$ cat config.mk
export PLATFORM = sky130hd
export DESIGN_NAME = tsq_ctrl
export DESIGN_NICKNAME = d
export VERILOG_FILES = /design/src/tsq_pkg.sv /design/src/tsq_ctrl.sv
export VERILOG_INCLUDE_DIRS = /design/src /design/src/src
export SDC_FILE = /design/constraint.sdc
export NUM_CORES = 1
export LEC_CHECK = 0
export BUFFER_PORTS_ARGS = -buffer_cell sky130_fd_sc_hd__buf_2
export CORE_AREA = 2 2 39 41
export CTS_BUF_LIST = sky130_fd_sc_hd__clkbuf_8 sky130_fd_sc_hd__clkbuf_16
export DETAILED_ROUTE_END_ITERATION = 7
export DIE_AREA = 0 0 41 43
export PLACE_DENSITY = 0.62
export SETUP_SLACK_MARGIN = 0.2
export SKIP_LAST_GASP = 1
export SYNTH_ARGS = -nofsm -noshare
export SYNTH_HDL_FRONTEND = slang
export SYNTH_SLANG_ARGS = --single-unit
$ cat constraint.sdc
create_clock -name clk -period 1.7 [get_ports clk]
set_clock_uncertainty 0.05 [all_clocks]
set_input_delay 0.34 -clock clk [delete_from_list [all_inputs] [get_ports clk]]
set_output_delay 0.34 -clock clk [all_outputs]
set_load 0.01 [all_outputs]
$ cat src/two_stack_queue_top_defines.svh
// ----------------------------------------------------------------------------
// two_stack_queue_top_defines : assertion macros shared by the queue rtl
// ----------------------------------------------------------------------------
`ifndef TWO_STACK_QUEUE_TOP_DEFINES_SVH
`define TWO_STACK_QUEUE_TOP_DEFINES_SVH

// same-cycle implication, checked outside reset
`define TSQ_ASSERT_NOW(name, clk, rst_n, ante, cons) \
    name: assert property (@(posedge clk) disable iff (!rst_n) (ante) |-> (cons)) \
        else $error("two_stack_queue: implication failed");

// next-cycle implication, checked outside reset
`define TSQ_ASSERT_NEXT(name, clk, rst_n, ante, cons) \
    name: assert property (@(posedge clk) disable iff (!rst_n) (ante) |=> (cons)) \
        else $error("two_stack_queue: next-cycle implication failed");

`endif

$ cat src/tsq_pkg.sv
// ----------------------------------------------------------------------------
// tsq_pkg
// shared types and status codes of the two stack queue
// ----------------------------------------------------------------------------
`timescale 1ns / 1ps
`default_nettype none

package tsq_pkg;

    localparam int DATA_W = 32;

    localparam logic [1:0] ST_OK        = 2'd0;
    localparam logic [1:0] ST_OVERFLOW  = 2'd1;
    localparam logic [1:0] ST_UNDERFLOW = 2'd2;

    localparam logic CMD_ENQ = 1'b0;
    localparam logic CMD_DEQ = 1'b1;

    // commands from controller to datapath
    typedef struct packed {
        logic load;      // capture the request
        logic push;      // enqueue onto inbound stack, result ok
        logic res_ovf;   // overflow result
        logic res_under; // underflow result
        logic xfer_rd;   // read inbound top, drop inbound count
        logic xfer_wr;   // write last read entry onto outbound stack
        logic pop_rd;    // read outbound top, drop outbound count
        logic res_pop;   // result from outbound read data
    } tsq_cmd_t;

    // status from datapath to controller
    typedef struct packed {
        logic is_deq;
        logic in_full;
        logic in_empty;
        logic out_empty;
    } tsq_sts_t;

endpackage

`default_nettype wire

$ cat src/tsq_ctrl.sv
// ----------------------------------------------------------------------------
// tsq_ctrl
// request sequencer: enqueue, dequeue, stack transfer and response strobe
// ----------------------------------------------------------------------------
`timescale 1ns / 1ps
`default_nettype none
`include "two_stack_queue_top_defines.svh"

module tsq_ctrl (
    input  wire logic             clk,
    input  wire logic             rst_n,
    input  wire logic             start,
    input  wire tsq_pkg::tsq_sts_t sts,
    output logic                  busy,
    output logic                  done,
    output tsq_pkg::tsq_cmd_t     cmd
);
    import tsq_pkg::*;

    localparam logic [1:0] S_IDLE = 2'd0;
    localparam logic [1:0] S_EXEC = 2'd1;
    localparam logic [1:0] S_XFER = 2'd2;
    localparam logic [1:0] S_RESP = 2'd3;

    logic [1:0] state_reg, state_next;
    logic       pend_reg, pend_next;
    logic       done_reg, done_next;

    always_comb
    begin
        state_next = state_reg;
        pend_next  = 1'b0;
        done_next  = 1'b0;
        cmd        = '0;
        unique case (state_reg)
            S_IDLE:
            begin
                if (start)
                begin
                    cmd.load   = 1'b1;
                    state_next = S_EXEC;
                end
            end
            S_EXEC:
            begin
                if (!sts.is_deq)
                begin
                    if (sts.in_full)
                    begin
                        cmd.res_ovf = 1'b1;
                    end
                    else
                    begin
                        cmd.push = 1'b1;
                    end
                    done_next  = 1'b1;
                    state_next = S_IDLE;
                end
                else if (!sts.out_empty)
                begin
                    cmd.pop_rd = 1'b1;
                    state_next = S_RESP;
                end
                else if (sts.in_empty)
                begin
                    cmd.res_under = 1'b1;
                    done_next     = 1'b1;
                    state_next    = S_IDLE;
                end
                else
                begin
                    state_next = S_XFER;
                end
            end
            S_XFER:
            begin
                // read of one entry overlaps the write of the one before
                cmd.xfer_rd = !sts.in_empty;
                cmd.xfer_wr = pend_reg;
                pend_next   = !sts.in_empty;
                if (sts.in_empty && !pend_reg)
                begin
                    cmd.pop_rd = 1'b1;
                    state_next = S_RESP;
                end
            end
            S_RESP:
            begin
                cmd.res_pop = 1'b1;
                done_next   = 1'b1;
                state_next  = S_IDLE;
            end
            default:
            begin
                state_next = S_IDLE;
            end
        endcase
    end

    always_ff @(posedge clk or negedge rst_n)
    begin
        if (!rst_n)
        begin
            state_reg <= S_IDLE;
            pend_reg  <= 1'b0;
            done_reg  <= 1'b0;
        end
        else
        begin
            state_reg <= state_next;
            pend_reg  <= pend_next;
            done_reg  <= done_next;
        end
    end

    assign busy = (state_reg != S_IDLE);
    assign done = done_reg;

    `TSQ_ASSERT_NOW(a_done_idle, clk, rst_n, done_reg, state_reg == S_IDLE)
    `TSQ_ASSERT_NEXT(a_accept_exec, clk, rst_n, start && !busy, state_reg == S_EXEC)
    `TSQ_ASSERT_NOW(a_resp_after_pop, clk, rst_n, state_reg == S_RESP, $past(cmd.pop_rd))

endmodule

`default_nettype wire

Word level (Yosys, flattened, before mapping)
Index checks and enable logic that the tools add are counted.
- equality and inequality tests: 5
- mux-type cells: 24
- reduce and logical (&&, ||, !) cells: 6
- operator list (cell ; count):
    2-to-1 mux 2 bit ; 7
    2-to-1 mux 1 bit ; 13
    one-hot mux 2 bit (4 select lines) ; 1
    equality test 2 bit, second input constant ; 2
    != test 2 bit, second input constant ; 2
    one-hot mux 1 bit (2 select lines) ; 2
    2-to-1 mux 3 bit ; 1
    equality test 2 x 1 -> 1 bit, second input constant ; 1
    logical NOT 1 bit ; 2
    logical NOT 2 bit ; 1
    AND reduction 2 bit ; 1
    nonzero test 2 bit ; 1
    logical AND 1 bit ; 1
- flip-flop bits (word level): 4
- output and inout bits: 10
- logic and storage cells: 38

Longest topological paths before layout
Gate-level depths: netlist (run 1).
- depth after elaboration: 4
- mapped depth: 5
- depth with buffers taken out: 5

Least setup slack after synthesis (run 1)
No wires, ideal clock.
- kind: register to output
- start point: register state_reg[0]
- end point: output port cmd[1] (netlist name)
- data arrival time: 1048 ps
- required time: 1310 ps
- slack: 262 ps
- stages on the path, launching flop included: 6
- buffers on the path: 0
- path through: dfrtp_1 inv_1 ha_1 inv_1 nor2_1 o21a_1
- RTL lines (what ; line ; source):
    from (decl) ; tsq_ctrl.sv:25 ; logic [1:0] state_reg, state_next;
    from (signal assigned) ; tsq_ctrl.sv:110 ; state_reg <= state_next;
    to (decl) ; tsq_ctrl.sv:16 ; output tsq_pkg::tsq_cmd_t cmd

==> flow_summary.json, run 1 <==
{
  "cp_max_fo": 4,
  "utilization_pct": 46.7,
  "hold_viol": 0,
  "finalSetupViolations": 0,
  "antenna_left": 0,
  "syn_area_per_cell_um2": 9.49,
  "vdd_ir_drop_max_uv": 428,
  "syn_area_um2": 342,
  "min_period_ns": 1.65,
  "antenna_cells": 0,
  "cts-root-buf": "clkbuf_8",
  "insertion_delay_ns": 0.21,
  "grt_pass1_vias": 321,
  "cp-start-kind": "register",
  "coreArea_um2": 1380,
  "drt_wl_total_um": 888,
  "drive_gt1_share_pct": 69.7,
  "worstSetupPathType": "reg -> out",
  "setup_tns_ns": 0,
  "grt_usage_pct": 10.3,
  "grt_max_degree": 6,
  "die_w_um": 41,
  "gr-total-overflow": 0,
  "arrival_ns": 1.26,
  "drt-pass1-iter-count": 2,
  "syn_to_final_growth_pct": 89.0,
  "seq_area_frac_synth_pct": 29.3,
  "yosysUniqueCellTypes": 19,
  "final_cell_mix": "15 x buf_2, 11 x buf_4, 4 x ha_4",
  "syn-num-nets": 48,
  "relSlewSlack_pct": 82.3,
  "num_vias": 348,
  "status": "completed",
  "dp_hpwl_um": 524,
  "max_cap_violations": 0,
  "powerDensity_nw_per_um2": 1540,
  "gp_congestion": 0.589,
  "fin_crit_sh_pct": 96.8,
  "max_freq_ghz": 0.608,
  "finalNonFillerCells": 82,
  "final_common_cell": "buf_2",
  "htreeDepth": 1,
  "slew_viol_final": 0,
  "dieArea_um2": 1760,
  "r2r_slack_ns": 0.21,
  "cts_tree": "done",
  "grt_pass1_wl_um": 1230,
  "cts-buffers-inserted": 3,
  "io_buffer_count": 16,
  "drc_errors": 0,
  "cts.sinks": 4,
  "dieHeight_um": 43,
  "ys_ff_latch": 4,
  "reg2reg_depth": 5,
  "cp-end-kind": "primary output",
  "placed_cells": 68,
  "rows": 14,
  "viasPerCell": 4.24,
  "antenna_found_initial": 0,
  "syn_inst": 36,
  "wl_per_cell_um": 10.8,
  "io_pins": 17,
  "power.leakage_nw": 0.335,
  "min-delay-path-class": "in -> async",
  "start_util_pct": 24.7,
  "rsz0062_at_grt": "true",
  "tightest_slew_ns": 0.265,
  "clk_path_buf_depth": 2,
  "yosysWarningCount": 0,
  "whs_ns": 0.416,
  "drtIter0Drc": 1,
  "num-nets-final": 80,
  "worstPathRequired_ns": 1.31,
  "clk_pin_slew_ns": 0.03
}
==> area by class of cell <==
type | instances | area [um^2]
multi-input cells | 27 | 287
inverters | 4 | 17.5
repair buffers | 28 | 179
fillers | 127 | 738
flip-flops and latches | 4 | 101
well taps | 16 | 20.0
clock buffers | 3 | 41.3
==> kinds of logic (layout without fill, tap and decap cells) <==
family	after synthesis	in the layout	synth area share, %
and+or+nand+nor	15	15	25.6
AOI/OAI and AO/OA	6	6	17.2
adders and majority gates	5	5	18.3
buffers and inverters	5	35	6.59
DFF	4	4	29.3
muxes	1	1	2.93
==> routing by layer <==
layer  track usage, %  wire [um]  up-vias  part of all wire [%]
met1             10.1        326      157                    37
met3             1.57         34        2                   3.8
li1                 -          -      180                     -
met4             4.00         22        0                   2.5
met2             19.4        505        9                    57
met5                0          0        -                     0
==> cell usage after synthesis (all sizes together) <==
| cell | number | area share [%] |
|---|---|---|
| dfrtp | 4 | 29 |
| buf | 1 | 2.2 |
| and3b | 1 | 2.6 |
| a211o | 1 | 2.6 |
| o21ba | 1 | 2.9 |
| nor2 | 5 | 5.5 |
| nand2b | 1 | 4.0 |
| a211oi | 1 | 3.7 |
| a22oi | 1 | 3.7 |
| inv | 4 | 4.4 |
| mux2i | 1 | 2.9 |
| and2 | 2 | 3.7 |
| ha | 5 | 18 |
| o21a | 1 | 2.2 |
| nand2 | 3 | 3.3 |
| and2b | 1 | 2.9 |
| a21o | 1 | 2.2 |
| nand3 | 1 | 1.5 |
| nor3b | 1 | 2.2 |
==> worst max path at each step <==
stage                  from  slack, ns  depth (start not counted)  endpoint
2_1_floorplan  state_reg[0]       0.26                          5    cmd[1]
3_3_place_gp       register       0.15                          6    cmd[1]
3_5_place_dp       register       0.12                          6    cmd[1]
4_1_cts            register       0.04                          6    cmd[1]
5_1_grt            register      -0.01                          6    cmd[1]
6_report           register       0.05                          6    cmd[1]
==> timing repair <==
action	4_1_cts	5_1_grt
buffers inserted	7	3
setup endpoints to repair	9	11
pin swaps	3	4
hold endpoints to repair	4	0
cloned	0	0
gates resized for setup	8	11
hold buffers	1	0
==> where the power goes <==
| part | internal (mW) | total (mW) | leakage [nW] | switching [mW] |
|---|---|---|---|---|
| sequential | 0.133 | 0.168 | 0.0499 | 0.0348 |
| combinational | 0.349 | 0.637 | 0.263 | 0.288 |
| clock | 0.150 | 0.192 | 0.0216 | 0.0416 |
==> metrics by stage <==
step | setup WS [ns] | total power [mW] | cell area [um^2]
after floorplan | 0.262 | 0.435 | 342
after detailed placement | 0.125 | 0.543 | 442
after global routing | -0.0106 | 1.07 | 646
final | 0.0541 | 0.997 | 646
after global placement | 0.146 | 0.549 | 442
after CTS | 0.0355 | 0.884 | 578
==> worst max-delay path, stage by stage, from the launching register on <==
cell and delay, ns:
dfrtp_1 0.40, inv_2 0.08, ha_4 0.18, nand2_4 0.06, nor2_1 0.04, o21a_1 0.16, buf_2 0.13
Note: power is estimated with default switching activity, not from simulation.
==> inputs of run 2 (changes only) <==
==> constraint.sdc (replaced) <==
create_clock -name clk -period 1.8 [get_ports clk]
set_clock_uncertainty 0.05 [all_clocks]
set_input_delay 0.36 -clock clk [delete_from_list [all_inputs] [get_ports clk]]
set_output_delay 0.36 -clock clk [all_outputs]
set_load 0.01 [all_outputs]
==> run 2 against run 1 <==
Global-route usage is 2.1 points higher. Hold slack lost 0.080 ns. Combinational power fell by 2%. Flip-flop and latch count stayed put. Core utilization increased by 0.54 points. Power fell by 3.1%. Final cell count fell by 2.4%. Critical endpoint unchanged. Highest routed layer unchanged.
==> flow_summary.json, run 2 (same netlist as run 1, synthesis figures left out) <==
{
  "clk_pin_slew_ns": 0.03,
  "antenna_left": 0,
  "power.leakage_nw": 0.333,
  "dp_slack_ns": 0.142,
  "pwr-share-clk_pct": 19.2,
  "antenna_cells": 0,
  "power_frac_comb_pct": 64.4,
  "powerDensity_nw_per_um2": 1480,
  "utilization_pct": 47.2,
  "fin_crit_sh_pct": 94.5,
  "gp_congestion": 0.629,
  "rsz0062_at_grt": "true",
  "final_cell_mix": "14 x buf_2, 6 x buf_4, 5 x buf_6",
  "fin_ws_ns": 0.0988,
  "viasPerCell": 4.26,
  "slew_viol_final": 0,
  "min_delay_path_depth": 2,
  "htreeDepth": 1,
  "drt_wl_total_um": 891,
  "setup_tns_ns": 0,
  "finalSetupViolations": 0,
  "drive_gt1_share_pct": 71.9,
  "num_vias": 341,
  "relSlewSlack_pct": 82.8,
  "syn_to_final_growth_pct": 91.2,
  "grt_pass1_vias": 352,
  "cp_max_fo": 3,
  "p_seq_share_pct": 16.3,
  "io_pins": 17,
  "die_w_um": 41,
  "wl_per_cell_um": 11.1,
  "cts-root-buf": "clkbuf_8",
  "reg2reg_depth": 6,
  "cp-end-kind": "primary output",
  "dp_hpwl_um": 602,
  "sw_frac_of_total_pct": 35.8,
  "grt_max_degree": 6,
  "dieArea_um2": 1760,
  "drtIter0Drc": 1,
  "cts-buffers-inserted": 3,
  "insertion_delay_ns": 0.21,
  "final_common_cell": "buf_2",
  "dieHeight_um": 43,
  "drt-pass1-iter-count": 2,
  "whs_ns": 0.336,
  "tightest_slew_ns": 0.258,
  "placed_cells": 67,
  "switchingPower_mw": 0.346,
  "hold_viol": 0,
  "cp-start-kind": "register",
  "finalNonFillerCells": 80,
  "rows": 14,
  "arrival_ns": 1.29,
  "vdd_ir_drop_max_uv": 554,
  "worstPathRequired_ns": 1.39,
  "max_cap_violations": 0,
  "worstSetupPathType": "reg -> out",
  "clk_path_buf_depth": 2,
  "num-nets-final": 78,
  "antenna_found_initial": 0,
  "drc_errors": 0,
  "start_util_pct": 24.7,
  "p_int_mw": 0.620,
  "min_period_ns": 1.70,
  "min-delay-path-class": "in -> reg",
  "grt_pass1_wl_um": 1380,
  "status": "completed",
  "max_freq_ghz": 0.588,
  "io_buffer_count": 16,
  "cts_tree": "done",
  "coreArea_um2": 1380,
  "gr-total-overflow": 0,
  "grt_usage_pct": 12.3,
  "cts.sinks": 4
}
## run 2: power groups by stage
stage	combinational, mW	clock (mW)	sequential (mW)
floorplan	0.264	0	0.147
global placement	0.364	0	0.144
detailed placement	0.366	0	0.147
CTS	0.529	0.187	0.150
global route	0.684	0.198	0.163
finish	0.623	0.186	0.158
## run 2: final cells by class
| type | instances | area, um^2 |
|---|---|---|
| fill | 130 | 731 |
| sequential | 4 | 101 |
| timing repair buffer | 26 | 181 |
| multi-input combinational | 27 | 292 |
| clock buffer | 3 | 41.3 |
| inverter | 4 | 17.5 |
| tap | 16 | 20.0 |
## run 2: stage by stage
step / power (mW) / cell area [um^2]
CTS: 0.866 / 583
floorplan: 0.411 / 342
detailed placement: 0.513 / 434
finish: 0.967 / 653
global route: 1.05 / 653
global placement: 0.508 / 434
## run 2: critical path: stages (launching register included)
cell and delay [ns]:
dfrtp_1 0.39, buf_6 0.14, ha_4 0.16, inv_2 0.06
nor2_1 0.04, o21a_1 0.16, buf_2 0.13
## run 2: worst paths after layout
check / startpoint / slack, ns / to
setup / recovery: register / 0.1 / cmd[1]
min in group asynchronous: rst_n / 0.44 / asynchronous set/reset pin
setup reg to reg: state_reg[0] / 0.26 / register
max in group asynchronous: rst_n / 1.12 / state_reg[0]
hold / removal: sts[1] / 0.34 / pend_reg
hold reg to reg: pend_reg / 0.64 / state_reg[0]
## run 2: per-layer routing
metal | up-vias | global-route usage [%] | wire length (um)
li1 | 173 | - | -
met2 | 9 | 21.3 | 558
met1 | 157 | 10.8 | 302
met3 | 2 | 4.71 | 27
met4 | 0 | 8.00 | 2
met5 | - | 0 | 0
## run 2: timing repair
action                                 CTS  global route
setup buffers                            7             2
endpoints found under the hold margin    4             0
pin swaps                                1             4
resized for setup                        9            15
setup endpoints to repair                7            10
hold buffers                             1             0
==> inputs of run 3 (changes only) <==
--- a/config.mk
+++ b/config.mk
@@ -6,12 +6,14 @@
 export SDC_FILE = /design/constraint.sdc
 export NUM_CORES = 1
 export LEC_CHECK = 0
+export ABC_AREA = 1
 export BUFFER_PORTS_ARGS = -buffer_cell sky130_fd_sc_hd__buf_2
 export CORE_AREA = 2 2 39 41
 export CTS_BUF_LIST = sky130_fd_sc_hd__clkbuf_8 sky130_fd_sc_hd__clkbuf_16
 export DETAILED_ROUTE_END_ITERATION = 7
 export DIE_AREA = 0 0 41 43
-export PLACE_DENSITY = 0.62
+export MAX_ROUTING_LAYER = met4
+export PLACE_DENSITY = 0.64
 export SETUP_SLACK_MARGIN = 0.2
 export SKIP_LAST_GASP = 1
 export SYNTH_ARGS = -nofsm -noshare
==> run 3 against run 2 <==
Power grew 1.0%. Highest routed layer is now met3. First-iteration DRC count rose by 100%. Die area is the same. Via count grew 12%. Flip-flop and latch count stayed put. Final area decreased by 0.19%. Critical path type unchanged. Global-route usage is 0.073 points higher.
==> flow_summary.json, run 3 <==
{
  "status": "completed",
  "postPlaceCellArea_um2": 458,
  "worstSetupPathType": "reg -> out",
  "p_int_mw": 0.580,
  "max_cap_violations": 0,
  "grt_pass1_vias": 345,
  "hold_viol": 0,
  "io_pins": 17,
  "yosys-top-cells-count": "11 x inv_1, 10 x nand2_1, 5 x ha_1, 4 x dfrtp_1, 4 x nand2_2",
  "path_buf_inv": 3,
  "max_stage_delay_ns": 0.40,
  "whs_endpoint": "pend_reg",
  "dieHeight_um": 43,
  "critical-path-top-delay-family": "flip-flops",
  "whs_ns": 0.418,
  "min-delay-path-class": "in -> reg",
  "min_delay_path_depth": 4,
  "hp-start": "sts[1]",
  "cp_max_fo": 4,
  "dieArea_um2": 1760,
  "slew_viol_final": 0,
  "vdd_ir_drop_max_uv": 518,
  "rows": 14,
  "switchingPower_mw": 0.396,
  "drive_gt1_share_pct": 63.2,
  "sw_frac_of_total_pct": 40.6,
  "syn_inst": 50,
  "synth_ff_type": "dfrtp_1",
  "rr_endpoint": "state_reg[0]",
  "worstPathRequired_ns": 1.39,
  "rsz0062_at_grt": "true",
  "antenna_cells": 0,
  "cp-start-kind": "register",
  "pwr-share-clk_pct": 18.9,
  "reg2reg_depth": 7,
  "seq_area_um2": 101,
  "cts_tree": "done",
  "final_cell_mix": "15 x buf_2, 9 x nand2_1, 8 x inv_1",
  "clk_path_buf_depth": 2,
  "multi_input_area_um2": 287,
  "drt_wl_total_um": 944,
  "arrival_ns": 1.21,
  "grt_usage_pct": 12.4,
  "start_util_pct": 26.4,
  "relSlewSlack_pct": 90.9,
  "num_vias": 381,
  "wl_per_cell_um": 10.3,
  "num-nets-final": 90,
  "grt_max_degree": 6,
  "io_buffer_count": 16,
  "viasPerCell": 4.14,
  "drt-pass1-iter-count": 4,
  "max_freq_ghz": 0.617,
  "final_common_cell": "buf_2",
  "yosysMostFrequentCell": "inv_1",
  "tightest_slew_ns": 0.135,
  "setup_tns_ns": 0,
  "syn-num-nets": 62,
  "fillers": 152,
  "crit_chain": "buf_4 > ha_4 > nand2_2 > inv_2 > buf_2",
  "htreeDepth": 1,
  "syn_area_um2": 365,
  "insertion_delay_ns": 0.21,
  "antenna_left": 0,
  "drtIter0Drc": 2,
  "syn_to_final_growth_pct": 78.4,
  "synth-async-reset-ratio_pct": 100,
  "finalSetupViolations": 0,
  "min_period_ns": 1.62,
  "powerDensity_nw_per_um2": 1500,
  "gp_congestion": 0.795,
  "p_seq_share_pct": 16.1,
  "cts.sinks": 4,
  "p_total_mw": 0.977,
  "dp_hpwl_um": 632,
  "cts-root-buf": "clkbuf_8",
  "coreArea_um2": 1380,
  "r2r_slack_ns": 0.53,
  "netlist_top_cells_area": "dfrtp_1 27%, ha_1 17%, inv_1 11%",
  "gr-total-overflow": 0,
  "antenna_found_initial": 0,
  "cp-end-kind": "primary output",
  "seq_area_frac_synth_pct": 27.4,
  "syn_area_per_cell_um2": 7.31,
  "design_area_um2": 652,
  "clk_pin_slew_ns": 0.03,
  "power.leakage_nw": 0.364,
  "fin_crit_sh_pct": 90.1,
  "die_w_um": 41,
  "r2r-start": "state_reg[0]",
  "yosysUniqueCellTypes": 17,
  "grt_pass1_wl_um": 1390,
  "synth_top_area_share_pct": 27.4,
  "drc_errors": 0,
  "yosysWarningCount": 0,
  "cts-buffers-inserted": 3,
  "cp_slowest_cell": "dfrtp_1",
  "power_frac_comb_pct": 65.0,
  "ys_ff_latch": 4,
  "yosysTopAreaCell": "dfrtp_1",
  "synth_edf_count": 0
}
-- run 3: changes by cell type after synthesis, moves of 2 or more --
cell	previous run	this run
inv_1	4	11
nand2_1	3	10
nand2_2	0	4
nor2_1	5	2
and2_1	2	0
nand4_1	0	2
nor3_1	0	2
-- run 3: how the worst max path moves through the flow --
stage                 start      to  cells after the start
3_3_place_gp   state_reg[0]  cmd[1]                      5
3_5_place_dp   state_reg[0]  cmd[1]                      5
2_1_floorplan  state_reg[0]  cmd[1]                      4
5_1_grt            register  cmd[6]                      5
6_report           register  cmd[3]                      5
4_1_cts            register  cmd[1]                      4
-- run 3: layout make-up --
cell class                      instances  share of cell area, %
Multi-Input combinational cell         33                   44.0
Timing Repair Buffer                   24                   23.4
Sequential cell                         4                   15.5
Inverter                               12                   7.68
Clock buffer                            3                   6.33
Tap cell                               16                   3.07
-- run 3: kinds of logic (layout without fill, tap and decap cells) --
| family | Yosys count | after routing | synth area share, % |
|---|---|---|---|
| compound gates | 3 | 3 | 5.48 |
| fa+ha+maj | 5 | 5 | 17.1 |
| buf+inv | 13 | 39 | 14.4 |
| flops | 4 | 4 | 27.4 |
| simple gates | 25 | 25 | 35.6 |
-- run 3: what timing repair did --
| item | CTS | global route |
|---|---|---|
| resized for setup | 13 | 9 |
| pin swaps | 4 | 1 |
| hold endpoints to repair | 4 | 0 |
| setup endpoints to repair | 8 | 7 |
| hold buffers | 1 | 0 |
| setup buffers | 6 | 1 |
-- run 3: power groups by stage --
stage / logic (mW) / clock network, mW / registers, mW
final: 0.635 / 0.184 / 0.157
after global routing: 0.704 / 0.201 / 0.163
after CTS: 0.562 / 0.191 / 0.156
after detailed placement: 0.366 / 0 / 0.165
after global placement: 0.363 / 0 / 0.166
after floorplan: 0.260 / 0 / 0.162
-- run 3: per-layer routing --
metal	track usage [%]	up-vias	wire, um
li1	-	204	-
met4	2.00	0	0
met5	-	-	0
met3	6.28	0	82
met1	13.0	160	358
met2	20.3	17	503
-- run 3: worst reg2reg max path, cell delays in order (launching register included) --
cell and delay (ns):
dfrtp_2 0.42, buf_6 0.13, ha_4 0.16, buf_4 0.13, nand4_1 0.08, nand3_1 0.08, nand2_1 0.06, nand2_1 0.04
-- run 3: stage by stage --
step	worst slack (ns)	util (%)	cells
after floorplan	0.279	-	50
final	0.178	47.1	92
after detailed placement	0.190	33.1	81
after CTS	0.172	43.7	91
after global placement	0.183	33.1	81
after global routing	0.116	47.1	92
